File: src/hw/rtl/tlcc_pkg.sv
// Package for the traffic light countdown controller.
// Holds event codes, config indexes, reset values, phase bounds, light patterns and digit helpers.
// No dependencies.
`default_nettype none

package tlcc_pkg;

    // Event codes carried in the operation field.
    localparam logic [1:0] OP_TICK    = 2'd0;
    localparam logic [1:0] OP_MODE    = 2'd1;
    localparam logic [1:0] OP_PATTERN = 2'd2;

    // Configuration register indexes.
    localparam logic CFG_TICKS_PER_SECOND = 1'b0;
    localparam logic CFG_CYCLE_START      = 1'b1;

    // Reset values.
    localparam logic [15:0] TICKS_PER_SECOND_RST = 16'd1000;
    localparam logic [6:0]  CYCLE_START_RST      = 7'd21;

    // Phase boundaries and digit offsets.
    localparam logic [6:0] PHASE_AMBER_HI = 7'd13;
    localparam logic [6:0] PHASE_AMBER_LO = 7'd10;
    localparam logic [6:0] PHASE_LOW      = 7'd3;
    localparam logic [6:0] OFFSET_FIRST   = 7'd11;
    localparam logic [6:0] OFFSET_SECOND  = 7'd14;

    // Light patterns.
    localparam logic [7:0] PAT_FIRST_GO  = 8'h81;
    localparam logic [7:0] PAT_FIRST_AMB = 8'h41;
    localparam logic [7:0] PAT_SECOND_GO = 8'h24;
    localparam logic [7:0] PAT_SECOND_AMB = 8'h22;

    // Tens digit of a value below 128 by multiplying with 205/2048,
    // which is exact for all values below about one thousand.
    function automatic logic [3:0] f_tens(input logic [6:0] v);
        logic [14:0] p;
        p = 15'(v) * 15'd205;
        return p[14:11];
    endfunction

    function automatic logic [3:0] f_ones(input logic [6:0] v);
        logic [6:0] t;
        t = 7'(f_tens(v)) * 7'd10;
        return 4'(v - t);
    endfunction

    // Hex segment glyphs, so tens digits of ten and above still show a symbol.
    function automatic logic [6:0] f_seg(input logic [3:0] d);
        logic [6:0] s;
        case (d)
            4'd0:    s = 7'h3f;
            4'd1:    s = 7'h06;
            4'd2:    s = 7'h5b;
            4'd3:    s = 7'h4f;
            4'd4:    s = 7'h66;
            4'd5:    s = 7'h6d;
            4'd6:    s = 7'h7d;
            4'd7:    s = 7'h07;
            4'd8:    s = 7'h7f;
            4'd9:    s = 7'h6f;
            4'd10:   s = 7'h77;
            4'd11:   s = 7'h7c;
            4'd12:   s = 7'h39;
            4'd13:   s = 7'h5e;
            4'd14:   s = 7'h79;
            default: s = 7'h71;
        endcase
        return s;
    endfunction

endpackage

`default_nettype wire

File: src/hw/rtl/traffic_light_countdown_controller.sv
// Traffic light countdown controller: event in, light pattern and countdown digits out.
// Depends on tlcc_pkg.
//
// Channel   Direction  Handshake                     Payload
// input     in         i_in_valid / o_in_ready       i_operation, i_pattern_pressed
// result    out        o_out_valid / i_out_ready     o_light_pattern, o_seg_*, o_manual_mode,
//                                                    o_seconds_left
// config    in         i_cfg_we (no wait)            i_cfg_addr, i_cfg_data
//
// Each word is processed combinationally: the state update and the digit decode sit
// between the state registers and the result register, so one word per cycle
// flows through while results are taken, each result registered in the cycle after its word.
// Synchronous reset clears the state to its power-up values and empties the result.
// When the result register is full and not taken, o_in_ready drops until it is.
`default_nettype none

module traffic_light_countdown_controller (
    input  wire logic        i_clk,
    input  wire logic        i_rst_n,
    input  wire logic        i_cfg_we,
    input  wire logic        i_cfg_addr,
    input  wire logic [15:0] i_cfg_data,
    input  wire logic        i_in_valid,
    output      logic        o_in_ready,
    input  wire logic [1:0]  i_operation,
    input  wire logic        i_pattern_pressed,
    output      logic        o_out_valid,
    input  wire logic        i_out_ready,
    output      logic [7:0]  o_light_pattern,
    output      logic [6:0]  o_seg_tens_first,
    output      logic [6:0]  o_seg_ones_first,
    output      logic [6:0]  o_seg_tens_second,
    output      logic [6:0]  o_seg_ones_second,
    output      logic        o_manual_mode,
    output      logic [6:0]  o_seconds_left
);

    logic [15:0] r_ticks_per_second;
    logic [6:0]  r_cycle_start;
    logic [15:0] r_tick_counter, n_tick_counter;
    logic [6:0]  r_countdown, n_countdown;
    logic        r_manual, n_manual;
    logic [7:0]  r_manual_pattern, n_manual_pattern;
    logic        r_button_was_pressed, n_button_was_pressed;

    logic        r_out_valid;
    logic [7:0]  r_light_pattern, n_light_pattern;
    logic [6:0]  r_seg_tf, n_seg_tf;
    logic [6:0]  r_seg_of, n_seg_of;
    logic [6:0]  r_seg_ts, n_seg_ts;
    logic [6:0]  r_seg_os, n_seg_os;

    logic        in_accept;
    logic [15:0] tick_inc;
    logic [7:0]  auto_pattern;
    logic [6:0]  first_val, second_val;

    assign o_in_ready = !r_out_valid || i_out_ready;
    assign in_accept  = i_in_valid && o_in_ready;
    assign tick_inc   = r_tick_counter + 16'd1;

    // Next state for the accepted word.
    always_comb begin
        n_tick_counter       = r_tick_counter;
        n_countdown          = r_countdown;
        n_manual             = r_manual;
        n_manual_pattern     = r_manual_pattern;
        n_button_was_pressed = r_button_was_pressed;
        case (i_operation)
            tlcc_pkg::OP_TICK: begin
                if (!r_manual) begin
                    if (tick_inc >= r_ticks_per_second) begin
                        n_tick_counter = '0;
                        n_countdown    = (r_countdown != 7'd0) ?
                                         r_countdown - 7'd1 : r_cycle_start;
                    end else begin
                        n_tick_counter = tick_inc;
                    end
                end
            end
            tlcc_pkg::OP_MODE: begin
                n_manual = !r_manual;
            end
            tlcc_pkg::OP_PATTERN: begin
                if (r_manual) begin
                    if (i_pattern_pressed && !r_button_was_pressed) begin
                        n_manual_pattern = (r_manual_pattern == tlcc_pkg::PAT_FIRST_GO) ?
                                           tlcc_pkg::PAT_SECOND_GO : tlcc_pkg::PAT_FIRST_GO;
                    end
                    n_button_was_pressed = i_pattern_pressed;
                end
            end
            default: begin
            end
        endcase
    end

    // Phase decode and digit split from the updated countdown.
    always_comb begin
        if (n_countdown > tlcc_pkg::PHASE_AMBER_HI) begin
            auto_pattern = tlcc_pkg::PAT_FIRST_GO;
            first_val    = n_countdown - tlcc_pkg::OFFSET_FIRST;
            second_val   = n_countdown - tlcc_pkg::OFFSET_SECOND;
        end else if (n_countdown > tlcc_pkg::PHASE_AMBER_LO) begin
            auto_pattern = tlcc_pkg::PAT_FIRST_AMB;
            first_val    = n_countdown - tlcc_pkg::OFFSET_FIRST;
            second_val   = first_val;
        end else if (n_countdown >= tlcc_pkg::PHASE_LOW) begin
            auto_pattern = tlcc_pkg::PAT_SECOND_GO;
            first_val    = n_countdown - tlcc_pkg::PHASE_LOW;
            second_val   = n_countdown;
        end else begin
            auto_pattern = tlcc_pkg::PAT_SECOND_AMB;
            first_val    = n_countdown;
            second_val   = n_countdown;
        end

        if (n_manual) begin
            n_light_pattern = n_manual_pattern;
            n_seg_tf        = '0;
            n_seg_of        = '0;
            n_seg_ts        = '0;
            n_seg_os        = '0;
        end else begin
            n_light_pattern = auto_pattern;
            n_seg_tf        = tlcc_pkg::f_seg(tlcc_pkg::f_tens(first_val));
            n_seg_of        = tlcc_pkg::f_seg(tlcc_pkg::f_ones(first_val));
            n_seg_ts        = tlcc_pkg::f_seg(tlcc_pkg::f_tens(second_val));
            n_seg_os        = tlcc_pkg::f_seg(tlcc_pkg::f_ones(second_val));
        end
    end

    always_ff @(posedge i_clk) begin
        if (!i_rst_n) begin
            r_ticks_per_second   <= tlcc_pkg::TICKS_PER_SECOND_RST;
            r_cycle_start        <= tlcc_pkg::CYCLE_START_RST;
            r_tick_counter       <= '0;
            r_countdown          <= tlcc_pkg::CYCLE_START_RST;
            r_manual             <= 1'b0;
            r_manual_pattern     <= tlcc_pkg::PAT_FIRST_GO;
            r_button_was_pressed <= 1'b1;
            r_out_valid          <= 1'b0;
        end else begin
            if (i_cfg_we) begin
                if (i_cfg_addr == tlcc_pkg::CFG_TICKS_PER_SECOND) begin
                    r_ticks_per_second <= i_cfg_data;
                end else begin
                    r_cycle_start <= i_cfg_data[6:0];
                end
            end
            if (in_accept) begin
                r_tick_counter       <= n_tick_counter;
                r_countdown          <= n_countdown;
                r_manual             <= n_manual;
                r_manual_pattern     <= n_manual_pattern;
                r_button_was_pressed <= n_button_was_pressed;
                r_out_valid          <= 1'b1;
            end else if (i_out_ready) begin
                r_out_valid <= 1'b0;
            end
        end
    end

    // Result payload needs no reset.
    always_ff @(posedge i_clk) begin
        if (in_accept) begin
            r_light_pattern <= n_light_pattern;
            r_seg_tf        <= n_seg_tf;
            r_seg_of        <= n_seg_of;
            r_seg_ts        <= n_seg_ts;
            r_seg_os        <= n_seg_os;
        end
    end

    assign o_out_valid       = r_out_valid;
    assign o_light_pattern   = r_light_pattern;
    assign o_seg_tens_first  = r_seg_tf;
    assign o_seg_ones_first  = r_seg_of;
    assign o_seg_tens_second = r_seg_ts;
    assign o_seg_ones_second = r_seg_os;
    assign o_manual_mode     = r_manual;
    assign o_seconds_left    = r_countdown;

    // Only an accepted tick may move the countdown.
    a_countdown_only_on_tick: assert property (
        @(posedge i_clk) disable iff (!i_rst_n)
        !(in_accept && i_operation == tlcc_pkg::OP_TICK) |=> $stable(r_countdown)
    ) else $error("countdown moved without a tick");

    // The manual pattern only ever alternates between the two straight patterns.
    a_manual_pattern_legal: assert property (
        @(posedge i_clk) disable iff (!i_rst_n)
        r_manual_pattern == tlcc_pkg::PAT_FIRST_GO ||
        r_manual_pattern == tlcc_pkg::PAT_SECOND_GO
    ) else $error("manual pattern corrupted");

    // A result shown in manual mode has all digits blank.
    a_manual_blank: assert property (
        @(posedge i_clk) disable iff (!i_rst_n)
        (r_out_valid && r_manual) |->
            (r_seg_tf == 7'd0 && r_seg_of == 7'd0 && r_seg_ts == 7'd0 && r_seg_os == 7'd0)
    ) else $error("segments lit in manual mode");

    // In manual mode the prescaler is frozen.
    a_prescaler_frozen: assert property (
        @(posedge i_clk) disable iff (!i_rst_n)
        (r_manual && !(in_accept && i_operation == tlcc_pkg::OP_MODE)) |=>
            $stable(r_tick_counter)
    ) else $error("prescaler moved in manual mode");

endmodule

`default_nettype wire
File: config.mk
export PLATFORM = sky130hd
export DESIGN_NAME = traffic_light_countdown_controller
export DESIGN_NICKNAME = d
export VERILOG_FILES = /design/src/hw/rtl/tlcc_pkg.sv /design/src/hw/rtl/traffic_light_countdown_controller.sv
export SDC_FILE = /design/constraint.sdc
export NUM_CORES = 1
export LEC_CHECK = 0
export ABC_AREA = 1
export BUFFER_PORTS_ARGS = -buffer_cell sky130_fd_sc_hd__buf_2
export CAP_MARGIN = 10
export CORE_ASPECT_RATIO = 1.4
export CORE_UTILIZATION = 36
export CTS_CLUSTER_SIZE = 8
export DETAILED_ROUTE_END_ITERATION = 16
export SYNTH_ARGS = -nofsm -noshare
export SYNTH_HDL_FRONTEND = slang
export SYNTH_SLANG_ARGS = --single-unit
File: constraint.sdc
create_clock -name i_clk -period 10.7 [get_ports i_clk]
set_clock_uncertainty 0.15 [all_clocks]
set_input_delay 2.14 -clock i_clk [delete_from_list [all_inputs] [get_ports i_clk]]
set_output_delay 2.14 -clock i_clk [all_outputs]
set_load 0.05 [all_outputs]
Yosys cells after proc, flatten, opt, wreduce, memory -nomap -nowiden. Memories as Yosys holds them, arrays and structs flattened. A register that Yosys moved wholly into a read port is not among the register bits. Cells that the tools add are included.

Add/subtract/negate cells: 7. Equal/unequal tests: 3. $lt $le $gt $ge: 4. Multiplexer cells: 21. Bitwise logic cells: 2. Reduce and logical (&&, ||, !) cells: 13. Multipliers: 4.

Operators with widths (count): 7-bit two-way mux (10); 8-bit two-way mux (6); 7-bit by 8-bit multiplier with 15-bit output, second input constant (2); 16-bit by 1-bit adder with 16-bit output, second input constant (1); 16-bit greater-or-equal comparator (1); 16-bit two-way mux (1); 7-bit by 4-bit greater-than comparator with 1-bit output, second input constant (2); 7-bit by 4-bit subtractor with 7-bit output, second input constant (2); 8-bit equality test, second input constant (1); 4-bit by 3-bit multiplier with 3-bit output, second input constant (2); 4-bit subtractor (2); 7-bit by 2-bit greater-or-equal comparator with 1-bit output, second input constant (1); 7-bit nonzero test (1); 7-bit by 1-bit subtractor with 7-bit output, second input constant (1); 7-bit by 2-bit subtractor with 7-bit output, second input constant (1); 3-bit AND reduction (2); 2-bit AND reduction (2); 1-bit zero test (3); 1-bit two-way mux (3); 3-bit two-way mux (1); 2-bit by 1-bit equality test with 1-bit output, second input constant (1); 2-bit equality test, second input constant (1); 1-bit logical AND (2); 2-bit zero test (1); other kinds (3) (4).

Memory bits (read-only): 448. Memories: 4. Word-level logic and storage cells: 67. Bits of input ports: 25. Register bits after elaboration: 65.

Memory list: (name not given) (depth 16, bits a word 7, read ports 1, clocked after Yosys merged registers in 1, write ports 0, RTL line tlcc_pkg.sv:51) `case (d)`; (name not given) (depth 16, bits a word 7, read ports 1, clocked after Yosys merged registers in 1, write ports 0, RTL line tlcc_pkg.sv:51); (name not given) (depth 16, bits a word 7, read ports 1, clocked after Yosys merged registers in 1, write ports 0, RTL line tlcc_pkg.sv:51); (name not given) (depth 16, bits a word 7, read ports 1, clocked after Yosys merged registers in 1, write ports 0, RTL line tlcc_pkg.sv:51).

Logic depth before layout (Yosys ltp).
Depth in word-level cells: 12. Depth in mapped cells: 53. Mapped depth without buffers: 53.

Worst setup path before layout. No wires, ideal clock.

Kind: input port to flip-flop. Start point: input i_operation[1]. End point: register r_seg_os[1], in the netlist o_seg_ones_second[1], data pin. Data required time: 10.279 ns. Stages: 33. Path buffers: 1. Arrival time: 8.154 ns. Setup slack: 2.125 ns. Path through: nor3_4 nand2_2 nand2_1 nand2_1 inv_1 ha_1 nand2_1 nand2_1 nand3_4 nand2_4 inv_4 a21oi_1 a21oi_1 o21ai_1 inv_1 ha_1 ha_1 or2_2 fa_1 ha_1 ha_1 a21oi_1 a21oi_1 a2111oi_0 nand2_1 nand2_1 nand2_1 fa_1 clkbuf_1 inv_1 or2_2 nand3_1 a21oi_2.

Cells in the longest elaborated chain, start to end: 8. Elaborated cells on any way between the ends: 13.

RTL lines: start, declared (RTL line traffic_light_countdown_controller.sv:25) `input wire logic [1:0] i_operation,`; 2-bit zero test (*) (RTL line traffic_light_countdown_controller.sv:69) `case (i_operation)`; 7-bit two-way mux (*) (RTL line traffic_light_countdown_controller.sv:69); named net n_countdown[1] (RTL line traffic_light_countdown_controller.sv:41) `logic [6:0] r_countdown, n_countdown;`; 7-bit by 4-bit subtractor with 7-bit output / 7-bit by 4-bit greater-than comparator with 1-bit output (equally long branches) (RTL line traffic_light_countdown_controller.sv:106, traffic_light_countdown_controller.sv:104); 7-bit two-way mux (RTL line traffic_light_countdown_controller.sv:104) `end else if (n_countdown > tlcc_pkg::PHASE_AMBER_LO) begin`; 7-bit two-way mux (*) (RTL line traffic_light_countdown_controller.sv:100) `if (n_countdown > tlcc_pkg::PHASE_AMBER_HI) begin`; 7-bit by 8-bit multiplier with 15-bit output (RTL line tlcc_pkg.sv:38) `p = 15'(v) * 15'd205;`; 4-bit by 3-bit multiplier with 3-bit output (RTL line tlcc_pkg.sv:44) `t = 7'(f_tens(v)) * 7'd10;`; 4-bit subtractor (*) (RTL line tlcc_pkg.sv:45) `return 4'(v - t);`; end, declared (RTL line traffic_light_countdown_controller.sv:51) `logic [6:0] r_seg_os, n_seg_os;`.

Mark *: on every way through the listed nets, which the timed path passes. The rest lies on a longest branch. A chain may end at the register's enable or synchronous reset.

Worst setup path in the final report.
Start point: register r_tick_counter[2]. End point: register r_seg_os[6], in the netlist o_seg_ones_second[6], data pin.

Cells in the longest elaborated chain, start to end: 11. Elaborated cells on any way between the ends: 14.

RTL lines: start, declared (RTL line traffic_light_countdown_controller.sv:40) `logic [15:0] r_tick_counter, n_tick_counter;`; start signal, assigned (RTL line traffic_light_countdown_controller.sv:152) `r_tick_counter <= n_tick_counter;`; 16-bit by 1-bit adder with 16-bit output (*) (RTL line traffic_light_countdown_controller.sv:60) `assign tick_inc = r_tick_counter + 16'd1;`; 16-bit greater-or-equal comparator (*) (RTL line traffic_light_countdown_controller.sv:72) `if (tick_inc >= r_ticks_per_second) begin`; 7-bit two-way mux (*) (RTL line traffic_light_countdown_controller.sv:72); 7-bit two-way mux (*) (RTL line traffic_light_countdown_controller.sv:71) `if (!r_manual) begin`; 7-bit two-way mux (*) (RTL line traffic_light_countdown_controller.sv:69); named net n_countdown[1] (RTL line traffic_light_countdown_controller.sv:41); 7-bit by 4-bit subtractor with 7-bit output / 7-bit by 4-bit greater-than comparator with 1-bit output (equally long branches) (RTL line traffic_light_countdown_controller.sv:106, traffic_light_countdown_controller.sv:104); 7-bit two-way mux (RTL line traffic_light_countdown_controller.sv:104); 7-bit two-way mux (*) (RTL line traffic_light_countdown_controller.sv:100); 7-bit by 8-bit multiplier with 15-bit output (RTL line tlcc_pkg.sv:38); 4-bit by 3-bit multiplier with 3-bit output (RTL line tlcc_pkg.sv:44); 4-bit subtractor (*) (RTL line tlcc_pkg.sv:45).

Marks and branches as above.

==> metrics <==
Avg Cell Area, Syn=8.014 sq um; Power Density=311.1 mW/mm^2; DRT iter0 DRCs=187; Post-synth ARST share=0%; post-synthesis sequential area ratio=27.87%; period utilization=approximately nine tenths; CTS Sinks=93; die width=127.8 microns; # diodes=0; I/O pin cnt=71; post-synthesis register bit count=93; count of input and output buffers=70; vias in the first global route=6167; critical-path maximum fanout=11; first-pass GRT wire length=28700 microns; RSZ-0062 raised after global routing=false; final net count=1224; met3 Use GR=1.950%; FMAX=0.1041 GHz; DR DRC count=0; via count=~6400; CTS Buffer Depth=2; Critical Path End Type=register; Post-Synth Adder-Cell Area=23.51%; Final Critical Period=9603 ps; XOR/XNOR Fraction of Synth Area=4.237%; wire per inst=12.74 microns; postcts setup bufs=0; syn_nets=1159; total CTS buffers=9; Slew @ Worst Pin=1055 ps; crit start category=register; met2 Track Usage GR=31.20%; Worst VDD drop=138.9 uV; CP required=roughly 11000 ps; clk slew on worst S/H paths=60 ps; Hold Crit Class=reg2reg; worst skew pair latency=350 ps; H-Tree Level Count=3; CP peak stage delay=580 ps; complex-gate fraction of the synthesized area=11.85%; GRT Total Usage=15.90%; Syn Std Cell Area=0.007974 sq mm; r2r setup slk=1100 ps; hold path depth=2; CTS tree=done; Initial Utilization=between 30% and 40%; footprint of the multi-input gates=0.005145 sq mm; Cells after Synth=995; cell mode on critical path=nand2_1; Warnings, synthesis=0; Arr. time, crit path=9550 ps; worst setup margin=1097 ps; Die ar.=0.02276 sq mm; initial antenna violation count=0; remaining global-route overflow=0; DR vias/cell=~4.7; DPL Wire Length=13850 microns; register area=roughly 0.0022 sq mm; num rows=64; commonest non-fill, non-tap cells in the layout=193 x nand2_1, 121 x inv_1, 121 x ha_1; pin count of the biggest net entering global routing=47; CP max-delay cell=fa_1; Synth Flop Type=dfxtp_1; Routed WL=between 15000 and 20000 microns; Core ar.=between 0.02 and 0.025 sq mm; worst slack, placed=around 1100 ps; Area Growth Syn to Fin=12.02%; CTS root buffer=clkbuf_16; fillcell total=roughly 2300; Final Hold Vio Count=0; max-cap viol count=0; LEAKAGE=4.353 nW; commonest non-fill, non-tap cell in the layout=nand2_1; drt pass-1 iters=4; busiest grt layer=met2; final setup TNS=0 ps; status=complete, no violations; ratio of cells with drive above 1 in the final layout=17.31%; GPL Wtd Cong=0.8738; distinct cell type count after synthesis=50; CTS Hold Bufs=0; fin. max-slew vios=0; worst reg2reg path depth=45; setup violators final=0; PostCTS Resize Cnt=0; Slew HR=29.39%; Post-synth EDFFs=36; Setup CP Type=reg2reg; antenna-violating nets left=0; mux share of post-synthesis cell area=0%; largest family of logic cells by synthesized area=simple AND/OR/NAND/NOR gates; Post-Synth Simple-Gate Area=between 20% and 30%; met1 GRT Util=17.16%; Chip Height=178.1 microns
## cell type report
type                    instances  share of cell area (%)
multi-input cells             743                   57.60
flip-flops and latches         93                   24.88
inverters                     141                   6.009
well taps                     297                   4.160
repair buffers                 72                   4.090
clock buffers                  12                   3.124
clock inverters                 2                  0.1401
## final timing paths
path	end	startpoint
worst min-delay path	r_manual_pattern[6]$_SDFFE_PN0P_	r_manual_pattern[6]$_SDFFE_PN0P_
worst max-delay path	o_seg_ones_second[6]$_SDFFCE_PP0P_	r_tick_counter[2]$_SDFFE_PN0P_
worst min register to register	r_manual_pattern[6]$_SDFFE_PN0P_	r_manual_pattern[6]$_SDFFE_PN0P_
worst max register to register	o_seg_ones_second[6]$_SDFFCE_PP0P_	r_tick_counter[2]$_SDFFE_PN0P_
## cell usage after synthesis, drive strengths merged, types with 5 or more instances
library cell,count,area share (%)
xor2,31,3.6
o21ai,66,4.2
inv,140,6.7
nor3,13,0.96
dfxtp,57,14
clkbuf,15,0.71
fa,18,4.5
ha,121,19
nor2,70,3.8
xnor2,5,0.64
edfxtp,36,14
a21oi,81,5.3
nand3,58,4.8
o211ai,9,0.85
or2,9,0.71
a31oi,5,0.39
nand2,232,13
## per-layer routing
layer	wire, microns	part of all wire [%]
met1	7418	43
met2	9074	52
met3	477	2.8
met4	353	2.0
met5	0	0
## logic make-up after synthesis
| group | count (synthesis) |
|---|---|
| AND/OR/NAND/NOR | 397 |
| buffers and inverters | 159 |
| flip-flops | 93 |
| AO/OA/AOI/OAI | 171 |
| adder cells (fa/ha/maj) | 139 |
| XOR/XNOR | 36 |
## critical path, delay by kind of cell, from the launching register on
kind / cells / cell delay (ps)
adder cells (fa/ha/maj): 8 / 2680
buffers and inverters: 4 / 640
flip-flops: 1 / 390
AND/OR/NAND/NOR: 23 / 3590
XOR/XNOR: 1 / 220
AO/OA/AOI/OAI: 9 / 1630
## state kept, by name, summed over array words and instances (netlist names), 7 cells and up
name                count
o_light_pattern         8
r_tick_counter         16
o_seg_ones_first        7
o_seg_ones_second       7
r_ticks_per_second     16
o_seconds_left          7
o_seg_tens_second       7
r_manual_pattern        8
r_cycle_start           7
o_seg_tens_first        7
## power breakdown
group,internal [mW],switching (mW)
Clock,0.184,0.137
Combinational,0.674,1.28
Sequential,0.493,0.0159
## through the flow
stage	cells	utilization [%]	cell area (sq um)	hold slack, ps	total power, mW
detailed placement	1346	39.67	8641	306.6	2.472
CTS	1360	41.01	8932	315.5	2.807
floorplan	995	-	7974	278.3	2.117
finish	1360	41.01	8932	309.4	2.779
global placement	1346	39.67	8641	298.6	2.460
global route	1360	41.01	8932	340.5	3.083
(Power assumes the default switching activity.)
